===== src/hdl/pmftl_pkg.sv =====
// shared constants, codes and controller/datapath interface types
`timescale 1ns / 1ps

package pmftl_pkg;

  localparam int DATA_BLOCKS    = 16;
  localparam int PAGES_IN_BLOCK = 4;
  localparam int LOGICAL_PAGES  = 64;
  localparam int PHYS_PAGES     = DATA_BLOCKS * PAGES_IN_BLOCK;

  localparam int PAGE_W   = $clog2(PHYS_PAGES);
  localparam int BLK_W    = $clog2(DATA_BLOCKS);
  localparam int OFF_W    = $clog2(PAGES_IN_BLOCK);
  localparam int CNT_W    = $clog2(PAGES_IN_BLOCK + 1);
  localparam int LSN_W    = 6;
  localparam int FPAGE_W  = 7;
  localparam int KIND_W   = 2;
  localparam int STATUS_W = 2;
  localparam int IN_DATA_W  = 8;
  localparam int OUT_DATA_W = 16;

  typedef enum logic {
    OP_WRITE = 1'b0,
    OP_READ  = 1'b1
  } op_t;

  typedef enum logic [KIND_W-1:0] {
    KIND_MAP   = 2'd0,
    KIND_COPY  = 2'd1,
    KIND_ERASE = 2'd2
  } kind_t;

  typedef enum logic [STATUS_W-1:0] {
    STAT_OK       = 2'd0,
    STAT_UNMAPPED = 2'd1,
    STAT_NO_PAGE  = 2'd2
  } status_t;

  typedef enum logic [2:0] {
    EMIT_MAP,
    EMIT_COPY_OUT,
    EMIT_ERASE_VIC,
    EMIT_COPY_BACK,
    EMIT_ERASE_SPARE
  } emit_t;

  typedef struct packed {
    logic  capture;
    logic  read_result;
    logic  mark_old;
    logic  scan_clear;
    logic  scan_step;
    logic  free_take;
    logic  victim_take;
    logic  set_fail;
    logic  off_step;
    logic  emit;
    emit_t emit_sel;
  } dp_cmd_t;

  typedef struct packed {
    logic read_op;
    logic free_hit;
    logic scan_last;
    logic vic_full;
    logic pick_nz;
    logic live_bit;
    logic off_last;
    logic slot_free;
  } dp_stat_t;

endpackage


===== src/hdl/pmftl_dp.sv =====
// datapath: map table, page bitmaps, block scan, result register
`timescale 1ns / 1ps

module pmftl_dp (
  input  logic                            clk,
  input  logic                            rst,
  input  logic                            in_op,
  input  logic [pmftl_pkg::LSN_W-1:0]     in_lsn,
  input  pmftl_pkg::dp_cmd_t              cmd,
  output pmftl_pkg::dp_stat_t             stat,
  output logic                            out_valid,
  input  logic                            out_ready,
  output pmftl_pkg::kind_t                out_kind,
  output logic [pmftl_pkg::FPAGE_W-1:0]   out_first,
  output logic [pmftl_pkg::FPAGE_W-1:0]   out_second,
  output pmftl_pkg::status_t              out_status,
  output logic                            out_last
);

  localparam int PIB = pmftl_pkg::PAGES_IN_BLOCK;
  localparam int PW  = pmftl_pkg::PAGE_W;
  localparam int FW  = pmftl_pkg::FPAGE_W;
  localparam int CW  = pmftl_pkg::CNT_W;
  localparam int OW  = pmftl_pkg::OFF_W;
  localparam int BW  = pmftl_pkg::BLK_W;

  function automatic logic [CW-1:0] count_ones(input logic [PIB-1:0] v);
    logic [CW-1:0] c;
    c = '0;
    for (int i = 0; i < PIB; i++) c = c + CW'(v[i]);
    return c;
  endfunction

  function automatic logic [OW-1:0] first_one(input logic [PIB-1:0] v);
    logic [OW-1:0] f;
    f = '0;
    for (int i = PIB - 1; i >= 0; i--) if (v[i]) f = OW'(i);
    return f;
  endfunction

  logic [PW-1:0]  map_mem [pmftl_pkg::LOGICAL_PAGES];
  logic [pmftl_pkg::LOGICAL_PAGES-1:0] map_vld;
  logic [pmftl_pkg::PHYS_PAGES-1:0]    garbage;
  logic [pmftl_pkg::PHYS_PAGES-1:0]    written;

  pmftl_pkg::op_t     op_r;
  pmftl_pkg::status_t res_status;
  logic [pmftl_pkg::LSN_W-1:0] lsn_r;
  logic [PW-1:0]  map_rd;
  logic           map_hit;
  logic [PW-1:0]  res_page;
  logic [BW-1:0]  blk;
  logic [BW-1:0]  best_blk;
  logic [CW-1:0]  best_cnt;
  logic [BW-1:0]  victim;
  logic [PIB-1:0] live;
  logic [OW-1:0]  off;

  logic [PIB-1:0] wr_slice;
  logic [PIB-1:0] gb_slice;
  logic [CW-1:0]  cur_cnt;
  logic [BW-1:0]  pick_blk;
  logic [CW-1:0]  pick_cnt;
  logic [PIB-1:0] pick_slice;
  logic [PW-1:0]  vbase;
  logic [PW-1:0]  blk_base;
  logic           commit_map;

  assign wr_slice   = written[blk * PIB +: PIB];
  assign gb_slice   = garbage[blk * PIB +: PIB];
  assign cur_cnt    = count_ones(gb_slice);
  // greedy choice: more garbage wins, lower block on ties
  assign pick_blk   = ((blk == '0) || (cur_cnt > best_cnt)) ? blk : best_blk;
  assign pick_cnt   = ((blk == '0) || (cur_cnt > best_cnt)) ? cur_cnt : best_cnt;
  assign pick_slice = garbage[pick_blk * PIB +: PIB];
  assign vbase      = PW'(PW'(victim) * PW'(PIB));
  assign blk_base   = PW'(PW'(blk) * PW'(PIB));
  assign commit_map = cmd.emit && (cmd.emit_sel == pmftl_pkg::EMIT_MAP) &&
                      (op_r == pmftl_pkg::OP_WRITE);

  assign stat.read_op   = (op_r == pmftl_pkg::OP_READ);
  assign stat.free_hit  = ~(&wr_slice);
  assign stat.scan_last = (blk == BW'(pmftl_pkg::DATA_BLOCKS - 1));
  assign stat.vic_full  = (cur_cnt == CW'(PIB));
  assign stat.pick_nz   = (pick_cnt != '0);
  assign stat.live_bit  = live[off];
  assign stat.off_last  = (off == OW'(PIB - 1));
  assign stat.slot_free = !out_valid || out_ready;

  // map table memory, registered read
  always_ff @(posedge clk) begin
    if (cmd.capture) begin
      map_rd <= map_mem[in_lsn];
    end
    if (commit_map && (res_status == pmftl_pkg::STAT_OK)) begin
      map_mem[lsn_r] <= res_page;
    end
  end

  // control state: valid bits, bitmaps, output valid
  always_ff @(posedge clk) begin
    if (rst) begin
      map_vld   <= '0;
      garbage   <= '0;
      written   <= '0;
      out_valid <= 1'b0;
    end else begin
      if (cmd.mark_old && map_hit) begin
        garbage[map_rd] <= 1'b1;
      end
      if (cmd.emit && (cmd.emit_sel == pmftl_pkg::EMIT_ERASE_VIC)) begin
        garbage[vbase +: PIB] <= '0;
        written[vbase +: PIB] <= live;
      end
      if (commit_map) begin
        map_vld[lsn_r] <= (res_status == pmftl_pkg::STAT_OK);
        if (res_status == pmftl_pkg::STAT_OK) begin
          written[res_page] <= 1'b1;
        end
      end
      if (cmd.emit) begin
        out_valid <= 1'b1;
      end else if (out_ready) begin
        out_valid <= 1'b0;
      end
    end
  end

  // payload registers
  always_ff @(posedge clk) begin
    if (cmd.capture) begin
      op_r    <= pmftl_pkg::op_t'(in_op);
      lsn_r   <= in_lsn;
      map_hit <= map_vld[in_lsn];
    end
    if (cmd.read_result) begin
      res_page   <= map_hit ? map_rd : '0;
      res_status <= map_hit ? pmftl_pkg::STAT_OK : pmftl_pkg::STAT_UNMAPPED;
    end
    if (cmd.free_take) begin
      res_page   <= PW'(blk_base + PW'(first_one(~wr_slice)));
      res_status <= pmftl_pkg::STAT_OK;
    end
    if (cmd.set_fail) begin
      res_page   <= '0;
      res_status <= pmftl_pkg::STAT_NO_PAGE;
    end
    // after collection the victim's first garbage slot is the lowest free page
    if (cmd.emit && (cmd.emit_sel == pmftl_pkg::EMIT_ERASE_SPARE)) begin
      res_page   <= PW'(vbase + PW'(first_one(~live)));
      res_status <= pmftl_pkg::STAT_OK;
    end
    if (cmd.scan_clear) begin
      blk <= '0;
    end else if (cmd.scan_step) begin
      blk      <= blk + BW'(1);
      best_blk <= pick_blk;
      best_cnt <= pick_cnt;
    end
    if (cmd.victim_take) begin
      victim <= pick_blk;
      live   <= ~pick_slice;
      off    <= '0;
    end else if (cmd.off_step) begin
      off <= stat.off_last ? '0 : off + OW'(1);
    end
    if (cmd.emit) begin
      case (cmd.emit_sel)
        pmftl_pkg::EMIT_COPY_OUT: begin
          out_kind   <= pmftl_pkg::KIND_COPY;
          out_first  <= FW'(vbase) + FW'(off);
          out_second <= FW'(pmftl_pkg::PHYS_PAGES) + FW'(off);
          out_status <= pmftl_pkg::STAT_OK;
          out_last   <= 1'b0;
        end
        pmftl_pkg::EMIT_ERASE_VIC: begin
          out_kind   <= pmftl_pkg::KIND_ERASE;
          out_first  <= FW'(victim);
          out_second <= '0;
          out_status <= pmftl_pkg::STAT_OK;
          out_last   <= 1'b0;
        end
        pmftl_pkg::EMIT_COPY_BACK: begin
          out_kind   <= pmftl_pkg::KIND_COPY;
          out_first  <= FW'(pmftl_pkg::PHYS_PAGES) + FW'(off);
          out_second <= FW'(vbase) + FW'(off);
          out_status <= pmftl_pkg::STAT_OK;
          out_last   <= 1'b0;
        end
        pmftl_pkg::EMIT_ERASE_SPARE: begin
          out_kind   <= pmftl_pkg::KIND_ERASE;
          out_first  <= FW'(pmftl_pkg::DATA_BLOCKS);
          out_second <= '0;
          out_status <= pmftl_pkg::STAT_OK;
          out_last   <= 1'b0;
        end
        default: begin
          out_kind   <= pmftl_pkg::KIND_MAP;
          out_first  <= FW'(res_page);
          out_second <= '0;
          out_status <= res_status;
          out_last   <= 1'b1;
        end
      endcase
    end
  end

endmodule


===== src/hdl/pmftl_ctrl.sv =====
// controller: sequences lookup, free scan, victim scan and collection
`timescale 1ns / 1ps

module pmftl_ctrl (
  input  logic                clk,
  input  logic                rst,
  input  logic                in_valid,
  output logic                in_ready,
  input  pmftl_pkg::dp_stat_t stat,
  output pmftl_pkg::dp_cmd_t  cmd
);

  typedef enum logic [3:0] {
    ST_IDLE,
    ST_LOOKUP,
    ST_FREE_SCAN,
    ST_VIC_SCAN,
    ST_COPY_OUT,
    ST_ERASE_VIC,
    ST_COPY_BACK,
    ST_ERASE_SPARE,
    ST_EMIT_MAP
  } state_t;

  state_t state;
  state_t state_next;

  assign in_ready = (state == ST_IDLE);

  always_comb begin
    cmd        = '0;
    state_next = state;
    case (state)
      ST_IDLE: begin
        if (in_valid) begin
          cmd.capture = 1'b1;
          state_next  = ST_LOOKUP;
        end
      end
      ST_LOOKUP: begin
        if (stat.read_op) begin
          cmd.read_result = 1'b1;
          state_next      = ST_EMIT_MAP;
        end else begin
          cmd.mark_old   = 1'b1;
          cmd.scan_clear = 1'b1;
          state_next     = ST_FREE_SCAN;
        end
      end
      ST_FREE_SCAN: begin
        if (stat.free_hit) begin
          cmd.free_take = 1'b1;
          state_next    = ST_EMIT_MAP;
        end else if (stat.scan_last) begin
          cmd.scan_clear = 1'b1;
          state_next     = ST_VIC_SCAN;
        end else begin
          cmd.scan_step = 1'b1;
        end
      end
      ST_VIC_SCAN: begin
        if (stat.vic_full || stat.scan_last) begin
          if (stat.pick_nz) begin
            cmd.victim_take = 1'b1;
            state_next      = ST_COPY_OUT;
          end else begin
            cmd.set_fail = 1'b1;
            state_next   = ST_EMIT_MAP;
          end
        end else begin
          cmd.scan_step = 1'b1;
        end
      end
      ST_COPY_OUT, ST_COPY_BACK: begin
        if (!stat.live_bit || stat.slot_free) begin
          cmd.off_step = 1'b1;
          cmd.emit     = stat.live_bit;
          cmd.emit_sel = (state == ST_COPY_OUT) ? pmftl_pkg::EMIT_COPY_OUT
                                                : pmftl_pkg::EMIT_COPY_BACK;
          if (stat.off_last) begin
            state_next = (state == ST_COPY_OUT) ? ST_ERASE_VIC : ST_ERASE_SPARE;
          end
        end
      end
      ST_ERASE_VIC: begin
        if (stat.slot_free) begin
          cmd.emit     = 1'b1;
          cmd.emit_sel = pmftl_pkg::EMIT_ERASE_VIC;
          state_next   = ST_COPY_BACK;
        end
      end
      ST_ERASE_SPARE: begin
        if (stat.slot_free) begin
          cmd.emit     = 1'b1;
          cmd.emit_sel = pmftl_pkg::EMIT_ERASE_SPARE;
          state_next   = ST_EMIT_MAP;
        end
      end
      ST_EMIT_MAP: begin
        if (stat.slot_free) begin
          cmd.emit     = 1'b1;
          cmd.emit_sel = pmftl_pkg::EMIT_MAP;
          state_next   = ST_IDLE;
        end
      end
      default: begin
        state_next = ST_IDLE;
      end
    endcase
  end

  always_ff @(posedge clk) begin
    if (rst) begin
      state <= ST_IDLE;
    end else begin
      state <= state_next;
    end
  end

endmodule


===== src/hdl/page_map_ftl_with_gc.sv =====
// top level of the page-mapped flash translation engine with greedy collection
//
//  channel | dir | handshake                     | payload
//  --------+-----+-------------------------------+--------------------------------------
//  s_axis  | in  | s_axis_tvalid / s_axis_tready | tuser opcode, tdata logical sector
//  m_axis  | out | m_axis_tvalid / m_axis_tready | tuser kind, tdata pages + status, tlast
//
// a read steps through accept, map table read and result register load
// a write with a free page adds a scan of the written bitmap, one block per cycle,
//   up to the block holding the page
// a write that collects adds a victim scan of up to 16 blocks and a sequence of
//   copy/erase items: copy out, erase victim, copy back, erase spare
// rst is synchronous and clears map valid bits, both bitmaps, output valid and the fsm
// one item in flight; m_axis stalls hold the fsm, s_axis_tready is high only in idle
`timescale 1ns / 1ps

module page_map_ftl_with_gc (
  input  logic                                 clk,
  input  logic                                 rst,
  // input item
  input  logic                                 s_axis_tvalid,
  output logic                                 s_axis_tready,
  input  logic [pmftl_pkg::IN_DATA_W-1:0]      s_axis_tdata,  // [5:0] logical_sector
  input  logic                                 s_axis_tuser,  // [0] opcode
  // result item
  output logic                                 m_axis_tvalid,
  input  logic                                 m_axis_tready,
  output logic [pmftl_pkg::OUT_DATA_W-1:0]     m_axis_tdata,  // [6:0] first_page,
                                                              // [13:7] second_page,
                                                              // [15:14] status
  output logic [pmftl_pkg::KIND_W-1:0]         m_axis_tuser,  // [1:0] kind
  output logic                                 m_axis_tlast   // last
);

  pmftl_pkg::dp_cmd_t  cmd;
  pmftl_pkg::dp_stat_t stat;
  pmftl_pkg::kind_t    out_kind;
  pmftl_pkg::status_t  out_status;
  logic [pmftl_pkg::FPAGE_W-1:0] out_first;
  logic [pmftl_pkg::FPAGE_W-1:0] out_second;

  // fsm: lookup, free-page scan, greedy victim scan, copy/erase sequence
  pmftl_ctrl u_ctrl (
    .clk      (clk),
    .rst      (rst),
    .in_valid (s_axis_tvalid),
    .in_ready (s_axis_tready),
    .stat     (stat),
    .cmd      (cmd)
  );

  // map table, bitmaps, scan counters and the result register
  pmftl_dp u_dp (
    .clk        (clk),
    .rst        (rst),
    .in_op      (s_axis_tuser),
    .in_lsn     (s_axis_tdata[pmftl_pkg::LSN_W-1:0]),
    .cmd        (cmd),
    .stat       (stat),
    .out_valid  (m_axis_tvalid),
    .out_ready  (m_axis_tready),
    .out_kind   (out_kind),
    .out_first  (out_first),
    .out_second (out_second),
    .out_status (out_status),
    .out_last   (m_axis_tlast)
  );

  // pack result fields, lowest field first
  assign m_axis_tdata = {out_status, out_second, out_first};
  assign m_axis_tuser = out_kind;

endmodule


===== config.mk =====
export PLATFORM = sky130hd
export DESIGN_NAME = page_map_ftl_with_gc
export DESIGN_NICKNAME = d
export VERILOG_FILES = /design/src/hdl/pmftl_pkg.sv /design/src/hdl/pmftl_dp.sv /design/src/hdl/pmftl_ctrl.sv /design/src/hdl/page_map_ftl_with_gc.sv
export SDC_FILE = /design/constraint.sdc
export NUM_CORES = 1
export LEC_CHECK = 0
export ABC_AREA = 1
export BUFFER_PORTS_ARGS = -buffer_cell sky130_fd_sc_hd__buf_2
export CAP_MARGIN = 20
export CORE_UTILIZATION = 66
export CTS_BUF_LIST = sky130_fd_sc_hd__clkbuf_8
export DETAILED_ROUTE_END_ITERATION = 16
export PLACE_DENSITY_LB_ADDON = 0.25
export SETUP_SLACK_MARGIN = 0.15
export SLEW_MARGIN = 30
export SYNTH_ARGS = -nofsm -noshare
export SYNTH_HDL_FRONTEND = slang
export SYNTH_SLANG_ARGS = --single-unit

===== constraint.sdc =====
create_clock -name clk -period 6.07 [get_ports clk]
set_input_delay 0.3035 -clock clk [delete_from_list [all_inputs] [get_ports clk]]
set_output_delay 0.3035 -clock clk [all_outputs]
set_load 0.01 [all_outputs]

# [Word level (Yosys, flattened, before mapping)]
# Memory sizes are Yosys's and may differ from the RTL's. A register that Yosys moved wholly into a read port is not among the register bits.
# Cells that the tools add are included.
[word_totals] ff_bits=253 mem_bits_rw=384 in_bits=13 n_memories=1
[mem_list] memory="u_dp.map_mem" depth=64 word_bits=6 read_ports=1 rd_clocked_by_memory_dff=1 wr=1 line="pmftl_dp.sv:41" rtl="logic [PW-1:0] map_mem [pmftl_pkg::LOGICAL_PAGES];"
[classes] n_addsub=10 magnitude_cmp=9 eq_ne=23 shift=6 muxes=87 bitwise_logic=7 reduce_logical=31
[op_table] cell="64-bit two-way mux" n=7
[op_table] cell="64-bit bitwise mux" n=3
[op_table] cell="64-bit by 7-bit indexed part select with 4-bit output" n=3
[op_table] cell="64-bit OR" n=2
[op_table] cell="4-bit by 8-bit variable shift with 64-bit output (first input constant)" n=1
[op_table] cell="4-bit by 8-bit indexed part select with 64-bit output" n=1
[op_table] cell="4-bit by 8-bit indexed part select with 64-bit output (first input constant)" n=1
[op_table] cell="4-bit two-way mux" n=15
[op_table] cell="2-bit two-way mux" n=21
[op_table] cell="4-bit case mux with 8 select lines" n=1
[op_table] cell="6-bit two-way mux" n=5
[op_table] cell="6-bit by 7-bit < comparator with 1-bit output (second input constant)" n=4
[op_table] cell="7-bit case mux with 4 select lines" n=1
[op_table] cell="1-bit two-way mux" n=22
[op_table] cell="1-bit demux with 6-bit select" n=3
[op_table] cell="6-bit by 1-bit greater-or-equal comparator with 1-bit output (second input constant)" n=3
[op_table] cell="4-bit by 3-bit equality test with 1-bit output (second input constant)" n=4
[op_table] cell="4-bit case mux with 4 select lines" n=1
[op_table] cell="7-bit case mux with 2 select lines" n=1
[op_table] cell="6-bit by 2-bit adder with 6-bit output" n=2
[op_table] cell="2-bit by 1-bit inequality test with 1-bit output (second input constant)" n=6
[op_table] cell="4-bit inverter" n=3
[op_table] cell="1-bit logical AND" n=9
[op_table] cell="4-bit by 2-bit equality test with 1-bit output (second input constant)" n=2
[op_table] cell="other kinds (38)" n=52

# [Longest topological paths before layout]
# Gate-level depths: netlist of run 1.
[logic_depth] ltp_word=13 depth_mapped=26

# [By module]
# A second synthesis of run 1 with hierarchy kept.
[unflattened] cells_unflattened=3023 area_unflattened_um2=29131.7
[modules_own_cells] module="pmftl_dp" n_inst=1 cells_each=2913 area_each_um2=28573.7 seq_area_each_um2=17176.5
[modules_own_cells] module="pmftl_ctrl" n_inst=1 cells_each=110 area_each_um2=558.0 seq_area_each_um2=80.1

# [Least setup slack after synthesis of run 1]
# Ideal clock, no wire load.
[synth_path] kind="flip-flop to flip-flop" from="reg u_dp.blk[1]" to="reg u_dp.live[1], data pin" t_arrival_ns=4.157 required_ns=5.816 setup_slack_ns=1.658 path_stages_with_launch=25 synth_period_minus_slack_ns=4.412 cell_sequence="dfxtp_1 > buf_2 > clkinv_1 > buf_2 > buf_1 > a21oi_1 > o21ai_0 > nand2_1 > a2111o_1 > ha_1 > fa_1 > ha_1 > ha_1 > nand3b_1 > nand2_1 > nand2_1 > nand2_1 > nand2_1 > nand2_1 > inv_2 > buf_2 > o211ai_1 > nand3_1 > nand3_1 > nand2_1"
[synth_between] elab_chain_len=9 word_cells_on_any_way=10 cone_classes="3 x add/sub; 1 x order compare; 2 x shift; 1 x mux; 1 x bitwise; 2 x reduce/logical"
[synth_lines] element="start: declaration" line="pmftl_dp.sv:52" rtl="logic [BW-1:0] blk;"
[synth_lines] element="start signal: assignment" line="pmftl_dp.sv:156" rtl="blk <= blk + BW'(1);"
[synth_lines] element="64-bit by 7-bit indexed part select with 4-bit output" line="pmftl_dp.sv:70" rtl="assign gb_slice = garbage[blk * PIB +: PIB];"
[synth_lines] element="1-bit by 1-bit adder with 2-bit output" line="pmftl_dp.sv:30" rtl="for (int i = 0; i < PIB; i++) c = c + CW'(v[i]);"
[synth_lines] element="3-bit by 1-bit adder with 3-bit output (2 in series)" line="pmftl_dp.sv:30"
[synth_lines] element="3-bit greater-than comparator" line="pmftl_dp.sv:73" rtl="assign pick_blk = ((blk == '0) || (cur_cnt > best_cnt)) ? blk : best_blk;"
[synth_lines] element="1-bit logical OR" line="pmftl_dp.sv:73"
[synth_lines] element="4-bit two-way mux *" line="pmftl_dp.sv:73"
[synth_lines] element="64-bit by 7-bit indexed part select with 4-bit output *" line="pmftl_dp.sv:75" rtl="assign pick_slice = garbage[pick_blk * PIB +: PIB];"
[synth_lines] element="4-bit inverter *" line="pmftl_dp.sv:162" rtl="live <= ~pick_slice;"
[synth_lines] element="end signal: assignment" line="pmftl_dp.sv:162"
[synth_lines] element="end: declaration" line="pmftl_dp.sv:56" rtl="logic [PIB-1:0] live;"
# Every way passes the cells marked *; elsewhere a longest branch is shown, timed or not.
# A chain may end at the register's enable or synchronous reset.

# [Worst setup path after layout of run 1]
[layout_path] from="reg u_dp.blk[0]" to="reg u_dp.live[3], data pin"
# The elaborated chain is that of the path after synthesis.

==> flow_metrics.py, run 1 <==
metrics = {
    "logic_synthesis": {
        "synth_area_um2": 28600,
        "syn_nets": 3016,
        "syn_inst": 2991,
        "avgSynthCellArea_um2": 9.58,
        "ys_types": 52,
        "ys_warn_count": 0,
        "ys_seq_elements": 643,
        "seq_area_frac_synth_pct": 60.2,
    },
    "die": {
        "io_pins": 34,
        "die_y_um": 210,
        "row_count": 75,
        "fp.dieW_um": 210,
        "initial_core_util_pct": 67.5,
        "coreArea_um2": 42400,
        "die-area_um2": 44200,
    },
    "global_route": {
        "grt_busiest_layer": "met2",
        "grt_max_degree": 125,
        "gr-usage-met1_pct": 51.4,
        "grt-ovfl-total": 0,
        "grt_util_met3_pct": 9.16,
        "track_usage_pct": 37.1,
        "met2_usage_pct": 56.7,
        "grt_pass1_vias": 22608,
        "grt_pass1_wl_um": 125000,
        "antenna_found_initial": 0,
    },
    "timing": {
        "setup_viol": 0,
        "finalHoldViolations": 0,
        "period_minus_slack_ps": 5160,
        "rsz0062_at_grt": "no",
        "skew_ps": 19.9,
        "fin_crit_sh_pct": 85.0,
        "tns_ps": 0,
        "slew_violations": 0,
        "tightest_slew_ps": 1050,
        "fmax_mhz": 194,
        "slew-limit-headroom_pct": 29.2,
    },
    "detailed_routing": {
        "route.detailed.drc": 0,
        "drt-wirelength-per-cell_um": 22.4,
        "ant_nets": 0,
        "first_pass_iters": 6,
        "drtIter0Drc": 3671,
        "wirelength_um": 81700,
        "via_count": 23688,
        "viasPerCell": 6.49,
    },
    "worst_setup_path": {
        "critPathArrivalTime_ps": 5610,
        "reg2regPathDepth": 21,
        "worst_setup_path_end_kind": "flop",
        "crit_type": "flop to flop",
        "crit_required_ps": 6530,
        "crit_top_cell": "nand2_1",
        "cp-start-kind": "flop",
        "path_buf_inv": 4,
        "crit_family": "adder cells",
        "cp_cell_sequence": "inv_2 > buf_4 > o21ai_0 > a21oi_1 > a2111o_1 > ha_1 > fa_1 > ha_1 > ha_1 > nand3b_1 > nand2_1 > nand2_1 > nand2_1 > nand2_1 > nand2_1 > buf_4 > inv_2 > o211ai_1 > nand3_1 > nand3_1 > nand2_1",
        "crit_fanout": 46,
        "crit_slowest_cell": "fa_1",
        "path_depth": 21,
        "max_stage_delay_ps": 410,
    },
    "pwr": {
        "power_leakage_nw": 11.3,
        "power-per-cell-area_nw_per_um2": 368,
        "power_mw": 11.6,
        "max-vdd-ir-drop_mv": 0.246,
    },
    "cts": {
        "clk_pin_slew_ps": 60,
        "cts_buffer_depth": 3,
        "clk_latency_ps": 700,
        "cts_tree": "done",
        "cts.sinks": 643,
        "cts-htree-levels": 3,
        "cts-resized-gates": 0,
        "clockRootBuffer": "clkbuf_8",
        "cts_buffers": 99,
    },
    "final_layout": {
        "nets": 3011,
        "final_layout_size_suffix_gt1_share_pct": 9.28,
        "utilization_pct": 74.1,
        "syn_to_final_growth_pct": 9.78,
    },
    "hold_path": {
        "worstHoldPathCells": 1,
        "hold_class": "input pin to flop",
    },
    "outcome": {
        "status": "completed",
    },
    "job": {
        "drv_cap": 0,
    },
    "placed_design": {
        "portBuffers": 31,
        "dp_hpwl_um": 50500,
        "gp_congestion": 0.989,
    },
}
==> worst reg2reg max path, delay by kind of cell (launching register included) <==
kind	cells	cell delay, ps
simple gates	9	1320
compound gates	4	850
fa+ha+maj	4	1380
buf+inv	4	1000
flops	1	330
==> sequential cells by signal, summed over array words and instances (netlist names), 3 cells and up <==
name / cells
u_dp.map_vld: 64
u_dp.out_first: 7
u_dp.victim: 4
u_dp.written: 64
u_dp.garbage: 64
u_dp.map_rd: 6
u_dp.live: 4
u_dp.map_mem: 384
u_dp.blk: 4
u_dp.res_page: 6
u_dp.out_second: 7
u_dp.lsn_r: 6
u_dp.best_cnt: 3
u_ctrl.state: 4
u_dp.best_blk: 4
==> through the flow <==
step / instance area (µm²) / hold WS [ps] / setup slack [ps] / std cells
global placement: 29100 / 461 / 1090 / 3459
global route: 31400 / 61.9 / 589 / 3649
floorplan: 28600 / 402 / 1660 / 2991
detailed placement: 29300 / 466 / 1020 / 3459
CTS: 31300 / 29.5 / 1000 / 3649
finish: 31400 / 87.1 / 912 / 3650
==> where the power goes <==
| part | internal, mW | switching (mW) |
|---|---|---|
| combinational | 0.637 | 2.09 |
| sequential | 5.16 | 0.116 |
| clock | 1.88 | 1.69 |
| total | 7.67 | 3.89 |
==> what timing repair did <==
action	4_1_cts	5_1_grt
hold endpoints to repair	3	0
setup buffers	0	0
hold buffers	3	0
==> cells in the mapped netlist, drive strengths merged <==
cell,n,share of area [%]
edfxtp,438,46
nor2,412,5.4
nand2,379,5.0
o21ai,371,6.5
inv,221,2.9
dfxtp,205,14
clkbuf,135,1.8
nand3,133,2.3
a21oi,119,2.1
o22ai,118,2.6
nor3,117,2.1
o21a,116,3.0
o211ai,40,1.0
buf,36,0.61
o221ai,35,1.1
nand4,19,0.41
clkinv,12,0.16
o21bai,12,0.31
ha,11,0.48
nor4,11,0.43
a31oi,6,0.13
a221oi,5,0.15
o311ai,5,0.15
a21boi,4,0.10
and2,4,0.087
nand3b,4,0.10
a32oi,3,0.092
o32ai,3,0.092
a2111o,2,0.079
a221o,2,0.070
a32o,2,0.070
o2111ai,2,0.061
or2,2,0.044
xor2,2,0.061
a22oi,1,0.026
fa,1,0.070
mux2i,1,0.035
o31ai,1,0.026
xnor2,1,0.031
==> layer usage <==
metal	vias up	share of wire (%)
met4	0	3.0
met3	202	13
li1	10611	-
met2	1563	45
met1	11312	39
met5	-	0
==> path summary, 6_finish.rpt <==
path / from / endpoint / slack, ps
worst max-delay path: u_dp.blk[0]$_SDFFE_PP0P_ / u_dp.live[3]$_DFFE_PP_ / 910
worst min-delay path: s_axis_tdata[4] / u_dp.lsn_r[4]$_DFFE_PP_ / 90
worst max register to register: u_dp.blk[0]$_SDFFE_PP0P_ / u_dp.live[3]$_DFFE_PP_ / 910
worst min register to register: u_dp.map_vld[30]$_SDFFE_PP0P_ / u_dp.map_vld[30]$_SDFFE_PP0P_ / 480
==> area by class of cell <==
cell class / count / area [µm²]
Antenna cell: 1 / 2.50
Clock buffer: 110 / 1510
Clock inverter: 77 / 455
Fill cell: 2972 / 11000
Inverter: 233 / 881
Multi-Input combinational cell: 1944 / 10200
Sequential cell: 643 / 17300
Tap cell: 577 / 722
Timing Repair Buffer: 65 / 444
==> layout by cell type, fill, tap and decap left out, types with 5 or more instances in the layout <==
cell type | netlist | layout
buf_2 | 29 | 30
clkbuf_8 | 0 | 110
o22ai_1 | 118 | 118
ha_1 | 11 | 11
nor2_1 | 409 | 409
o21bai_1 | 12 | 12
nor3_1 | 113 | 50
clkinv_2 | 0 | 9
clkinv_1 | 12 | 30
edfxtp_1 | 438 | 438
inv_2 | 6 | 9
nor4_2 | 4 | 5
o21a_1 | 116 | 116
o211ai_1 | 40 | 40
buf_4 | 1 | 28
a21oi_1 | 119 | 119
o221ai_1 | 35 | 35
inv_1 | 215 | 250
nand2_1 | 379 | 379
a31oi_1 | 6 | 6
nor3_2 | 3 | 66
dfxtp_1 | 205 | 204
nand3_1 | 132 | 132
a221oi_1 | 5 | 5
o21ai_0 | 369 | 369
nand4_1 | 19 | 19
bufinv_16 | 0 | 5
==> cell families after synthesis <==
group / synth area share, %
AO/OA/AOI/OAI: 17.7
XOR/XNOR: 0.0917
adder cells (fa/ha/maj): 0.550
buffers and inverters: 5.43
flip-flops: 60.2
multiplexers: 0.0349
AND/OR/NAND/NOR: 16.0
Power figures use the tool's default switching activity.
==> run 2: changes to the inputs <==
- CORE_UTILIZATION: 66 -> 59
- clock period: 6.07 -> 4.6 ns (I/O delays scaled with it)
==> flow_metrics.py, run 2 (same netlist as run 1, synthesis figures left out) <==
metrics = {
    "outcome": {
        "status": "completed",
    },
    "die": {
        "die-area_um2": 49400,
        "row_count": 80,
        "io_pins": 34,
        "initial_core_util_pct": 59.9,
        "die_y_um": 222,
        "fp.dieW_um": 222,
        "coreArea_um2": 47800,
    },
    "final_layout": {
        "nFillCells": 3740,
        "stdcell_count": 3705,
        "antenna_cells": 0,
        "final_cell_mix": "edfxtp_1 (438), nor2_1 (409), nand2_1 (377)",
        "utilization_pct": 66.4,
        "nets": 3033,
        "largest_register_ffs": 384,
        "final_common_cell": "edfxtp_1",
        "final_layout_size_suffix_gt1_share_pct": 10.2,
        "largest_register": "u_dp.map_mem",
        "syn_to_final_growth_pct": 10.8,
    },
    "detailed_routing": {
        "drt-wirelength-per-cell_um": 22.3,
        "wirelength_um": 82500,
        "drtIter0Drc": 2863,
        "via_count": 23310,
        "ant_nets": 0,
        "viasPerCell": 6.29,
        "route.detailed.drc": 0,
        "first_pass_iters": 9,
    },
    "job": {
        "drv_cap": 0,
    },
    "timing": {
        "slew_violations": 0,
        "tns_ps": 0,
        "timing.hold.ws_ps": 48.1,
        "finalHoldViolations": 0,
        "fmax_mhz": 237,
        "fin_crit_sh_pct": 91.8,
        "setup_viol": 0,
        "tightest_slew_ps": 1060,
        "slew-limit-headroom_pct": 28.9,
        "period_minus_slack_ps": 4220,
        "rsz0062_at_grt": "no",
        "skew_ps": 23.2,
    },
    "worst_setup_path": {
        "critPathArrivalTime_ps": 4790,
        "worst_setup_path_end_kind": "flop",
        "crit_type": "flop to flop",
        "path_buf_inv": 4,
        "cp_cell_sequence": "inv_2 > buf_12 > o21ai_0 > o22ai_1 > a2111o_1 > ha_1 > fa_2 > ha_4 > ha_1 > nand3b_1 > nand2_1 > nand2_2 > nand2_2 > buf_4 > o21ai_2 > clkinv_1 > nand3_1 > nand3_1 > nand2_1",
        "cp-start-kind": "flop",
        "crit_fanout": 25,
        "crit_required_ps": 5160,
        "crit_slowest_cell": "a2111o_1",
        "max_stage_delay_ps": 440,
        "crit_family": "adder cells",
    },
    "cts": {
        "clk_latency_ps": 710,
        "cts_buffer_depth": 3,
        "clockRootBuffer": "clkbuf_8",
        "cts-htree-levels": 3,
        "cts_buffers": 100,
        "cts_tree": "done",
        "cts.sinks": 643,
        "clk_pin_slew_ps": 60,
    },
    "global_route": {
        "grt_pass1_vias": 21764,
        "antenna_found_initial": 0,
        "track_usage_pct": 33.0,
        "grt_pass1_wl_um": 125000,
        "grt_max_degree": 146,
        "grt-ovfl-total": 0,
    },
    "placed_design": {
        "portBuffers": 31,
        "gp_congestion": 1.00,
        "dp_hpwl_um": 51500,
        "post-place-cells": 3516,
    },
    "pwr": {
        "power-per-cell-area_nw_per_um2": 486,
        "power_leakage_nw": 11.4,
        "max-vdd-ir-drop_mv": 0.341,
    },
    "hold_path": {
        "hold_class": "input pin to flop",
    },
}
[run 2: cell count changes in the layout (fill, tap and decap cells not counted), sizes merged]
cell	before	now
buf	62	81
clkinv	39	46
inv	262	256
clkinvlp	4	1
clkbuf	110	112
bufinv	5	4
diode	1	0
[run 2: path summary, 6_finish.rpt]
kind	startpoint	to	slack, ps	depth (start not counted)
worst min-delay path	m_axis_tready	u_dp.out_valid$_SDFFE_PP0P_	50	5
worst min register to register	u_dp.garbage[56]$_SDFF_PP0_	u_dp.garbage[56]$_SDFF_PP0_	480	2
worst max-delay path	u_dp.blk[0]$_SDFFE_PP0P_	u_dp.live[0]$_DFFE_PP_	380	19
worst max register to register	u_dp.blk[0]$_SDFFE_PP0P_	u_dp.live[0]$_DFFE_PP_	380	19
[run 2: where the power goes]
group	switching, mW	internal [mW]	leakage (nW)
Clock	2.24	2.43	1.12
Combinational	2.83	0.952	4.70
Sequential	0.163	6.81	5.61
Total	5.23	10.2	11.4
[run 2: through the flow]
stage	setup WS (ps)	power [mW]	instance area, µm²
final	379	15.4	31800
after CTS	154	15.3	31500
after floorplan	188	9.30	28600
after detailed placement	187	10.7	29600
after global placement	214	10.6	29400
after global routing	165	16.0	31800
[run 2: area by class of cell]
cell class              count  area [µm²]  area share, %
clock inverters            74         432           1.36
repair buffers             86         688           2.17
inverters                 233         886           2.79
flip-flops and latches    643       17300           54.4
clock buffers             110        1510           4.77
multi-input cells        1944       10200           32.1
well taps                 615         769           2.42
[run 2: per-layer routing]
| metal | GRT usage, % | share of wire (%) |
|---|---|---|
| met2 | 51.8 | 46 |
| met3 | 6.84 | 11 |
| met4 | 12.6 | 3.5 |
| met5 | 0 | 0 |
| met1 | 45.4 | 40 |
[run 2: tightest hold or removal path, cell delays in order]
cell	delay (ps)
buf_2	80
nor2_1	40
buf_4	180
nor2_1	120
nor2_1	50
[run 2: what timing repair did]
item                                    4_1_cts  5_1_grt
hold endpoints to repair                      3        0
buffers inserted                              0        0
hold buffers                                  3        0
gates resized for setup                       0        9
endpoints found under the setup margin        0       28
